**config.mk**
```make
export PLATFORM = sky130hd
export DESIGN_NAME = integer_to_text_radix
export DESIGN_NICKNAME = d
export VERILOG_FILES = /design/src/hw/rtl/itr_pkg.sv /design/src/hw/rtl/itr_divider.sv /design/src/hw/rtl/integer_to_text_radix.sv
export SDC_FILE = /design/constraint.sdc
export NUM_CORES = 1
export LEC_CHECK = 0
export BUFFER_PORTS_ARGS = -buffer_cell sky130_fd_sc_hd__buf_4
export CAP_MARGIN = 10
export CORE_ASPECT_RATIO = 0.8
export CORE_MARGIN = 3
export CORE_UTILIZATION = 40
export DETAILED_ROUTE_END_ITERATION = 10
export GPL_ROUTABILITY_DRIVEN = 1
export SETUP_SLACK_MARGIN = 0.5
export SLEW_MARGIN = 0
export SYNTH_ARGS = -nofsm -noshare
export SYNTH_HDL_FRONTEND = slang
export SYNTH_SLANG_ARGS = --single-unit
```
**constraint.sdc**
```tcl
create_clock -name clk -period 4.35 [get_ports clk]
set_clock_uncertainty 0.15 [all_clocks]
set_input_delay 0.2175 -clock clk [delete_from_list [all_inputs] [get_ports clk]]
set_output_delay 0.2175 -clock clk [all_outputs]
set_load 0.01 [all_outputs]
```
**src/hw/rtl/itr_pkg.sv**
```systemverilog
package itr_pkg;

    // Default input width and register reset value
    localparam int unsigned VALUE_WIDTH_DEFAULT = 32;
    localparam int unsigned RADIX_WIDTH         = 6;
    localparam int unsigned CHAR_WIDTH          = 7;
    localparam logic [RADIX_WIDTH-1:0] RADIX_RESET = 6'd10;
    localparam logic [RADIX_WIDTH-1:0] RADIX_MIN   = 6'd2;
    localparam logic [RADIX_WIDTH-1:0] RADIX_MAX   = 6'd36;
    localparam logic [RADIX_WIDTH-1:0] DIGIT_MAX   = 6'd35;

    // ASCII codes
    localparam logic [CHAR_WIDTH-1:0] CHAR_NUL   = 7'h00;
    localparam logic [CHAR_WIDTH-1:0] CHAR_MINUS = 7'h2D;
    localparam logic [CHAR_WIDTH-1:0] CHAR_ZERO  = 7'h30;
    localparam logic [CHAR_WIDTH-1:0] CHAR_A     = 7'h61;

    // Status from the shared divider: one-cycle done pulse and remainder
    typedef struct packed {
        logic                   done;
        logic [RADIX_WIDTH-1:0] rem;
    } div_stat_t;

    // Digit value to lowercase ASCII character
    function automatic logic [CHAR_WIDTH-1:0] digit_char(input logic [RADIX_WIDTH-1:0] d);
        logic [RADIX_WIDTH-1:0] dc;
        dc = (d > DIGIT_MAX) ? DIGIT_MAX : d;
        if (dc < 6'd10)
            return CHAR_ZERO + {1'b0, dc};
        else
            return CHAR_A + {1'b0, dc} - 7'd10;
    endfunction

endpackage

```
**src/hw/rtl/itr_divider.sv**
```systemverilog
// Restoring divider: one quotient bit per cycle
module itr_divider #(
    parameter int unsigned VALUE_WIDTH = itr_pkg::VALUE_WIDTH_DEFAULT
) (
    input  logic                              clk,
    input  logic                              rst_n,
    input  logic                              start,
    input  logic [VALUE_WIDTH-1:0]            dividend,
    input  logic [itr_pkg::RADIX_WIDTH-1:0]   divisor,
    output logic [VALUE_WIDTH-1:0]            quotient,
    output itr_pkg::div_stat_t                stat
);

    localparam int unsigned IW = $clog2(VALUE_WIDTH);
    localparam int unsigned RW = itr_pkg::RADIX_WIDTH;

    logic [VALUE_WIDTH-1:0] quo_reg, quo_next;
    logic [RW-1:0]          rem_reg, rem_next;
    logic [IW-1:0]          iter_reg, iter_next;
    logic                   busy_reg, busy_next;
    logic                   done_reg, done_next;
    logic [RW:0]            trial;
    logic [RW:0]            diff;
    logic                   fits;

    // One restoring step: shift in next dividend bit, subtract if it fits
    always_comb
    begin
        trial = {rem_reg, quo_reg[VALUE_WIDTH-1]};
        diff  = trial - {1'b0, divisor};
        fits  = (trial >= {1'b0, divisor});

        quo_next  = quo_reg;
        rem_next  = rem_reg;
        iter_next = iter_reg;
        busy_next = busy_reg;
        done_next = 1'b0;

        if (start)
        begin
            quo_next  = dividend;
            rem_next  = '0;
            iter_next = IW'(VALUE_WIDTH - 1);
            busy_next = 1'b1;
        end
        else if (busy_reg)
        begin
            quo_next = {quo_reg[VALUE_WIDTH-2:0], fits};
            rem_next = fits ? diff[RW-1:0] : trial[RW-1:0];
            if (iter_reg == '0)
            begin
                busy_next = 1'b0;
                done_next = 1'b1;
            end
            else
            begin
                iter_next = iter_reg - IW'(1);
            end
        end
    end

    always_ff @(posedge clk or negedge rst_n)
    begin
        if (!rst_n)
        begin
            busy_reg <= 1'b0;
            done_reg <= 1'b0;
            iter_reg <= '0;
        end
        else
        begin
            busy_reg <= busy_next;
            done_reg <= done_next;
            iter_reg <= iter_next;
        end
    end

    // Datapath
    always_ff @(posedge clk)
    begin
        quo_reg <= quo_next;
        rem_reg <= rem_next;
    end

    assign quotient  = quo_reg;
    assign stat.done = done_reg;
    assign stat.rem  = rem_reg;

endmodule

```
**src/hw/rtl/integer_to_text_radix.sv**
```systemverilog
// Signed integer to ASCII text in a programmable base (2 to 36).
//
// Channels: number in on in_valid/in_stall, characters out on
// out_valid/out_stall (char_code, last), radix written on cfg_valid/cfg_ready.
// Each input transaction yields an optional '-', the digits most significant
// first (lowercase letters above 9), then a NUL with last = 1. A radix
// outside 2..36 yields only the NUL.
// Digits come from one shared restoring divider that produces a quotient bit
// per cycle; each remainder is stored as a digit and the quotient is divided
// again until it is zero or VALUE_WIDTH digits are stored.
// The input is stalled while a conversion is running; a new number is taken
// as soon as the terminator sits in the output register.
// Output stall holds the output register and pauses character emission.
// Reset clears the sequencer and output valid and sets radix to 10; the
// radix port is ready only while no conversion runs.
module integer_to_text_radix #(
    parameter int unsigned VALUE_WIDTH = itr_pkg::VALUE_WIDTH_DEFAULT
) (
    input  logic                              clk,
    input  logic                              rst_n,
    input  logic                              in_valid,
    output logic                              in_stall,
    input  logic [VALUE_WIDTH-1:0]            number,
    output logic                              out_valid,
    input  logic                              out_stall,
    output logic [itr_pkg::CHAR_WIDTH-1:0]    char_code,
    output logic                              last,
    input  logic                              cfg_valid,
    output logic                              cfg_ready,
    input  logic [itr_pkg::RADIX_WIDTH-1:0]   radix
);

    localparam int unsigned CW = $clog2(VALUE_WIDTH + 1);
    localparam int unsigned AW = $clog2(VALUE_WIDTH);
    localparam int unsigned RW = itr_pkg::RADIX_WIDTH;
    localparam int unsigned XW = itr_pkg::CHAR_WIDTH;

    typedef enum logic [2:0] {
        S_IDLE,
        S_DIV,
        S_SIGN,
        S_READ,
        S_EMIT,
        S_TERM
    } state_t;

    state_t          state_reg, state_next;
    logic [RW-1:0]   radix_reg, radix_next;
    logic [CW-1:0]   count_reg, count_next;
    logic            neg_reg, neg_next;
    logic            out_valid_reg, out_valid_next;
    logic [XW-1:0]   char_reg, char_next;
    logic            last_reg, last_next;

    logic [CW-1:0]   cnt_inc;
    logic [CW-1:0]   cnt_dec;
    logic            out_free;
    logic            radix_ok;
    logic [VALUE_WIDTH-1:0] magnitude;

    logic                   div_start;
    logic [VALUE_WIDTH-1:0] div_dividend;
    logic [VALUE_WIDTH-1:0] div_quo;
    itr_pkg::div_stat_t     div_stat;

    // Digit store
    logic [RW-1:0]   digit_mem [VALUE_WIDTH];
    logic            mem_we;
    logic            rd_en;
    logic [AW-1:0]   rd_addr;
    logic [RW-1:0]   rd_data_reg;

    itr_divider #(
        .VALUE_WIDTH (VALUE_WIDTH)
    ) u_div (
        .clk      (clk),
        .rst_n    (rst_n),
        .start    (div_start),
        .dividend (div_dividend),
        .divisor  (radix_reg),
        .quotient (div_quo),
        .stat     (div_stat)
    );

    assign cnt_inc   = count_reg + CW'(1);
    assign cnt_dec   = count_reg - CW'(1);
    assign out_free  = !out_valid_reg || !out_stall;
    assign radix_ok  = (radix_reg >= itr_pkg::RADIX_MIN) && (radix_reg <= itr_pkg::RADIX_MAX);
    assign magnitude = number[VALUE_WIDTH-1] ? (~number + VALUE_WIDTH'(1)) : number;
    assign div_dividend = (state_reg == S_IDLE) ? magnitude : div_quo;

    // Sequencer
    always_comb
    begin
        state_next     = state_reg;
        radix_next     = radix_reg;
        count_next     = count_reg;
        neg_next       = neg_reg;
        out_valid_next = out_valid_reg;
        char_next      = char_reg;
        last_next      = last_reg;
        div_start      = 1'b0;
        mem_we         = 1'b0;
        rd_en          = 1'b0;
        rd_addr        = cnt_dec[AW-1:0];

        if (out_valid_reg && !out_stall)
            out_valid_next = 1'b0;

        if (cfg_valid && cfg_ready)
            radix_next = radix;

        unique case (state_reg)
            S_IDLE:
            begin
                if (in_valid)
                begin
                    if (!radix_ok)
                    begin
                        state_next = S_TERM;
                    end
                    else
                    begin
                        neg_next   = number[VALUE_WIDTH-1];
                        count_next = '0;
                        div_start  = 1'b1;
                        state_next = S_DIV;
                    end
                end
            end
            S_DIV:
            begin
                if (div_stat.done)
                begin
                    mem_we     = 1'b1;
                    count_next = cnt_inc;
                    if ((div_quo != '0) && (cnt_inc != CW'(VALUE_WIDTH)))
                        div_start = 1'b1;
                    else
                        state_next = neg_reg ? S_SIGN : S_READ;
                end
            end
            S_SIGN:
            begin
                if (out_free)
                begin
                    out_valid_next = 1'b1;
                    char_next      = itr_pkg::CHAR_MINUS;
                    last_next      = 1'b0;
                    state_next     = S_READ;
                end
            end
            S_READ:
            begin
                rd_en      = 1'b1;
                count_next = cnt_dec;
                state_next = S_EMIT;
            end
            S_EMIT:
            begin
                if (out_free)
                begin
                    out_valid_next = 1'b1;
                    char_next      = itr_pkg::digit_char(rd_data_reg);
                    last_next      = 1'b0;
                    if (count_reg == '0)
                    begin
                        state_next = S_TERM;
                    end
                    else
                    begin
                        rd_en      = 1'b1;
                        count_next = cnt_dec;
                    end
                end
            end
            S_TERM:
            begin
                if (out_free)
                begin
                    out_valid_next = 1'b1;
                    char_next      = itr_pkg::CHAR_NUL;
                    last_next      = 1'b1;
                    state_next     = S_IDLE;
                end
            end
            default:
            begin
                state_next = S_IDLE;
            end
        endcase
    end

    always_ff @(posedge clk or negedge rst_n)
    begin
        if (!rst_n)
        begin
            state_reg     <= S_IDLE;
            radix_reg     <= itr_pkg::RADIX_RESET;
            count_reg     <= '0;
            neg_reg       <= 1'b0;
            out_valid_reg <= 1'b0;
            char_reg      <= itr_pkg::CHAR_NUL;
            last_reg      <= 1'b0;
        end
        else
        begin
            state_reg     <= state_next;
            radix_reg     <= radix_next;
            count_reg     <= count_next;
            neg_reg       <= neg_next;
            out_valid_reg <= out_valid_next;
            char_reg      <= char_next;
            last_reg      <= last_next;
        end
    end

    // Digit store: write on divider done, registered read
    always_ff @(posedge clk)
    begin
        if (mem_we)
            digit_mem[count_reg[AW-1:0]] <= div_stat.rem;
        if (rd_en)
            rd_data_reg <= digit_mem[rd_addr];
    end

    assign in_stall  = (state_reg != S_IDLE);
    assign cfg_ready = (state_reg == S_IDLE);
    assign out_valid = out_valid_reg;
    assign char_code = char_reg;
    assign last      = last_reg;

`ifndef SYNTHESIS
    a_last_is_nul: assert property (@(posedge clk) disable iff (!rst_n)
        out_valid && last |-> char_code == itr_pkg::CHAR_NUL)
        else $error("terminator carries a non-NUL character");

    a_body_not_nul: assert property (@(posedge clk) disable iff (!rst_n)
        out_valid && !last |-> char_code != itr_pkg::CHAR_NUL)
        else $error("NUL emitted without last");

    a_accept_leaves_idle: assert property (@(posedge clk) disable iff (!rst_n)
        in_valid && !in_stall |=> state_reg == S_DIV || state_reg == S_TERM)
        else $error("accepted transaction did not start a conversion");

    a_done_in_div: assert property (@(posedge clk) disable iff (!rst_n)
        div_stat.done |-> state_reg == S_DIV)
        else $error("divider finished outside the divide phase");

    a_count_bound: assert property (@(posedge clk) disable iff (!rst_n)
        count_reg <= CW'(VALUE_WIDTH))
        else $error("digit count exceeds store depth");
`endif

endmodule
```
Word level (Yosys, flattened, before mapping):

Memory sizes are Yosys's and may differ from the RTL's. A register that Yosys moved wholly into a read port is not among the register bits.
Index checks and enable logic that the tools add are counted.

* memories: 1
* output and inout port bits: 11
* bits of input ports: 43
* register bits after elaboration: 70
* word-level logic and storage cells: 124
* bits in writable memories: 192

* bitwise gates (word level): 1
* reduce and logical (&&, ||, !) cells: 25
* equal/unequal tests: 18
* magnitude comparators: 5
* multiplexer cells: 54
* $add $sub $neg: 8

Memories
* digit_mem: words 32, bits a word 6, read ports 1, clocked after memory_dff 1, wr ports 1, line integer_to_text_radix.sv:67 `logic [RW-1:0] digit_mem [VALUE_WIDTH];`

Operators with widths (count)
* $mux 32: 4
* $mux 6: 7
* $add 32x1->32 const B: 1
* $not 32->32: 1
* $reduce_bool 32->1: 1
* $mux 7: 4
* $mux 3: 8
* $pmux 6 s4: 1
* $mux 1: 22
* $pmux 7 s3: 1
* $ne 2x2->1 const B: 9
* $pmux 3 s6: 1
* $mux 5: 3
* $add 6x6->7 const A: 1
* $add 7x6->7 const A: 1
* $ge 7x6->1: 1
* $reduce_and 7->1: 1
* $sub 7x4->7 const B: 1
* $add 6x1->6 const B: 1
* $eq 3x2->1 const B: 2
* $eq 3x3->1 const B: 2
* $ge 6x2->1 const B: 1
* $gt 6x6->1 const B: 1
* $le 6x6->1 const B: 1
* other kinds (23): 35

Longest topological paths before layout:

* depth after elaboration: 8
* gate-level depth with buffers: 10
* mapped depth without buffers: 9

Modules after synthesis:

From an unflattened synthesis, not the netlist that was laid out.

* cell total of the unflattened synthesis: 944
* area, all modules: 12886.1 µm²

Modules (own cells, without submodules)
* integer_to_text_radix: times used 1, area each 10637.7 µm², cells an instance 772, sequential area each 6573.8 µm²
* itr_divider: times used 1, area each 2248.4 µm², cells an instance 172, sequential area each 1256.2 µm²

Least setup slack after synthesis:

OpenSTA, ideal clock, no wires.

* path type: flip-flop to flip-flop
* from: register count_reg[0]
* to: register rd_data_reg[0], read port of digit_mem, data pin
* setup slack: 832 ps
* buffers on the path: 4
* required time: 3940 ps
* stages on the path, launching flop included: 10
* library setup time: 260 ps
* arrival time: 3109 ps
* cell sequence: dfrtp_1 > clkbuf_1 > clkbuf_1 > inv_1 > ha_1 > clkbuf_1 > clkbuf_1 > mux4_2 > mux4_2 > mux2_2

* cells in the longest elaborated chain, start to end: 4
* elaborated cells on any way between the ends: 5
* those cells by class: 1 x add/sub; 3 x mux; 1 x reduce/logical

RTL lines
* start, declared: line integer_to_text_radix.sv:49 `logic [CW-1:0] count_reg, count_next;`
* start signal, assigned: line integer_to_text_radix.sv:210 `count_reg <= count_next;`
* $logic_not 6->1: line integer_to_text_radix.sv:166 `if (count_reg == '0)`
* $mux 1: line integer_to_text_radix.sv:166
* $mux 1: line integer_to_text_radix.sv:161 `if (out_free)`
* $pmux 1 s2: line integer_to_text_radix.sv:113 `unique case (state_reg)`
* end, declared: line integer_to_text_radix.sv:71 `logic [RW-1:0] rd_data_reg;`

Parallel ways exist; a longest one is shown, timed or not.
A chain may end at the register's enable or synchronous reset.

Final worst setup path:

* from: register count_reg[0]
* to: register u_div.quo_reg[5] (netlist: u_div.quotient[5]), data pin

* cells in the longest elaborated chain, start to end: 7

RTL lines
* $add 6x1->6: line integer_to_text_radix.sv:85 `assign cnt_inc = count_reg + CW'(1);`
* $ne 6x6->1: line integer_to_text_radix.sv:137 `if ((div_quo != '0) && (cnt_inc != CW'(VALUE_WIDTH)))`
* $logic_and 1x1->1: line integer_to_text_radix.sv:137
* $mux 1: line integer_to_text_radix.sv:137
* $mux 1: line integer_to_text_radix.sv:133 `if (div_stat.done)`
* $pmux 1 s2: line integer_to_text_radix.sv:113
* $mux 32: line itr_divider.sv:39 `if (start)`
* via u_div.quo_next[5]: line itr_divider.sv:17 `logic [VALUE_WIDTH-1:0] quo_reg, quo_next;`
* end signal, assigned: line itr_divider.sv:81 `quo_reg <= quo_next;`
* end, declared: line itr_divider.sv:17

The timed path passes the listed nets, and every way through them passes these cells.

==> flow_summary.json <==
{
  "status": "finished clean",
  "cts_tree": "built",
  "synth_seq_cells": 268,
  "cts.sinks": 268,
  "drcViolationCount": 0,
  "min_path_type": "in -> reg",
  "ys.warnings.count": 0,
  "worst_slew_pin_slew_ns": 1.05,
  "postCtsSetupBuffers": 0,
  "cts_buffers": 27,
  "ir_worst_vdd_mv": 0.295,
  "ant_nets": 0,
  "max_freq_ghz": 0.291,
  "root_buffer": "clkbuf_16",
  "min_to": "u_div.quotient[9]$_DFFE_PP_",
  "drt_iter0_drc": 634,
  "largest_register_ffs": 192,
  "clockBufferDepth": 3,
  "slew-limit-headroom_pct": 29.8,
  "r2r_start": "count_reg[0]$_DFFE_PN0P_",
  "die-area_um2": 32600,
  "yosysUniqueCellTypes": 62,
  "post_cts_resize_count": 0,
  "fin_crit_ns": 3.43,
  "hold_viol_final": 0,
  "num_vias": 7095,
  "yosysTopAreaCell": "edfxtp_1",
  "endpoint_kind": "flip-flop",
  "die_h_um": 162,
  "instances_no_fill": 1329,
  "post-route-period-util_pct": 79.0,
  "synth_common_cells": "edfxtp_1, nor2_1, mux4_2",
  "ioPinCount": 54,
  "syn_inst": 820,
  "grt_overflow": 0,
  "drive_above_1_share_pct": 21.6,
  "io_buffers": 53,
  "wl_mm": 26.1,
  "r2r_end": "u_div.quotient[5]$_DFFE_PP_",
  "grt_max_degree": 63,
  "cts_htree_levels": 1,
  "start_util_pct": 41.1,
  "required_ns": 4.47,
  "grt_usage_pct": 16.4,
  "synth_edf_count": 230,
  "area_growth_pct": 16.8,
  "fp-row-count": 56,
  "cellPowerDensity_nw_per_um2": 673,
  "synth_top_area_share_pct": 56.8,
  "setup_viol": 0,
  "yosysSeqAreaShare_pct": 64.3,
  "gp_congestion": 0.819,
  "dpl.cell_count": 1248,
  "rrSetupSlack_ns": 0.92,
  "insertion_delay_ns": 0.52,
  "crit_path_start": "count_reg[0]$_DFFE_PN0P_",
  "diodes": 0,
  "worstHoldStart": "number[9]",
  "ys.flop_type": "edfxtp_1",
  "core-area_um2": 29600,
  "arrival_ns": 3.55,
  "rr_worst_depth": 7,
  "p_leak_nw": 4.79,
  "grt_pass1_wl_mm": 41.9,
  "syn_avg_cell_area_um2": 14.8,
  "via_per_inst": 5.34,
  "syn_area_um2": 12200,
  "fin_nets": 961,
  "clk_pin_slew_ns": 0.06,
  "worstSetupPathType": "reg -> reg",
  "hpwl_mm": 16.8,
  "grt_pass1_vias": 7210,
  "drv_slew": 0,
  "dr.pass1.iters": 4,
  "synthArstFlopShare_pct": 11.9,
  "post_drt_wl_per_cell_um": 19.6,
  "setup_tns_ns": 0,
  "maxCapViolCount": 0,
  "antenna_found_initial": 0,
  "synthTopCellsByArea": "edfxtp_1, mux4_2, dfrtp_1",
  "path_max_fanout": 62,
  "rsz0062_at_grt": "false",
  "crit_path_start_kind": "flip-flop",
  "syn-num-nets": 878,
  "nFillCells": 2493,
  "min_path_cells": 3,
  "die_x_um": 201,
  "yosysMostFrequentCell": "edfxtp_1"
}
## report_power, final
part / leakage [nW] / total [mW] / switching (mW) / internal, mW
Sequential: 2.54 / 3.81 / 0.277 / 3.54
Clock: 0.414 / 2.27 / 0.954 / 1.31
Combinational: 1.84 / 3.48 / 1.89 / 1.59
## metrics by stage
step / power, mW / utilization (%) / cell area, um^2 / hold slack [ns] / setup WS [ns]
floorplan: 6.24 / - / 12200 / -0.228 / 0.832
global placement: 7.30 / 44.0 / 13000 / 0.0412 / 0.916
detailed placement: 7.35 / 44.0 / 13000 / 0.0398 / 0.857
CTS: 9.66 / 48.0 / 14200 / 0.0118 / 0.853
global route: 10.1 / 48.0 / 14200 / 0.0250 / 0.607
finish: 9.56 / 48.0 / 14200 / 0.0290 / 0.916
## critical path, cell delays in order (launching register included)
cell and delay (ns):
dfrtp_4 0.41, buf_4 0.82, a311oi_1 0.22, a2bb2oi_1 0.20
o22ai_1 0.18, o21bai_4 0.26, buf_4 0.51, mux2_2 0.40
## worst max-delay path by stage
| stage | depth (start not counted) | slack, ns | endpoint |
|---|---|---|---|
| 2_1_floorplan | 9 | 0.83 | rd_data_reg[0]$_DFFE_PP_ |
| 3_3_place_gp | 7 | 0.92 | u_div.quotient[9]$_DFFE_PP_ |
| 3_5_place_dp | 7 | 0.86 | u_div.quotient[15]$_DFFE_PP_ |
| 4_1_cts | 7 | 0.85 | u_div.quotient[15]$_DFFE_PP_ |
| 5_1_grt | 7 | 0.61 | u_div.quotient[15]$_DFFE_PP_ |
| 6_report | 7 | 0.92 | u_div.quotient[5]$_DFFE_PP_ |
## cells by family after synthesis
logic type	share of synthesized area [%]
muxes	13.1
DFF	64.3
and+or+nand+nor	9.12
adders and majority gates	1.60
AOI/OAI and AO/OA	7.20
buffers and inverters	1.97
xor gates and xnor gates	2.66
## area by class of cell
type | instances | area [um^2] | share of cell area, %
multi-input combinational | 491 | 4120 | 29.0
sequential | 268 | 7830 | 55.1
inverter | 18 | 67.6 | 0.475
clock buffer | 30 | 687 | 4.83
timing repair buffer | 97 | 821 | 5.78
tap | 406 | 508 | 3.57
clock inverter | 19 | 176 | 1.24
## layout by cell type (no fill, tap or decap), types with 11 or more instances in the layout
cell,Yosys,layout
mux2_2,17,17
nand2b_1,17,17
nand2_1,41,41
clkbuf_16,0,27
nor4_1,14,14
dlygate4sd3_1,0,32
ha_1,14,13
nand3_1,12,12
buf_4,0,64
nor2_1,80,80
xnor2_1,16,15
mux4_2,60,60
edfxtp_1,230,230
o21ai_0,37,37
a21oi_1,40,40
dfrtp_1,30,29
nor3_1,11,11
inv_1,18,18
xor2_1,21,21
## timing repair
action | in CTS | in global routing
endpoints found under the setup margin | 0 | 0
hold endpoints to repair | 66 | 0
hold buffers | 32 | 0
## metal layers
metal	vias to the layer above	routed length [um]	track usage, %
li1	3364	-	-
met1	3576	12500	24.6
met2	127	11900	25.4
met3	28	1100	2.38
met4	0	500	3.83
met5	-	0	0
(Power assumes the default switching activity.)
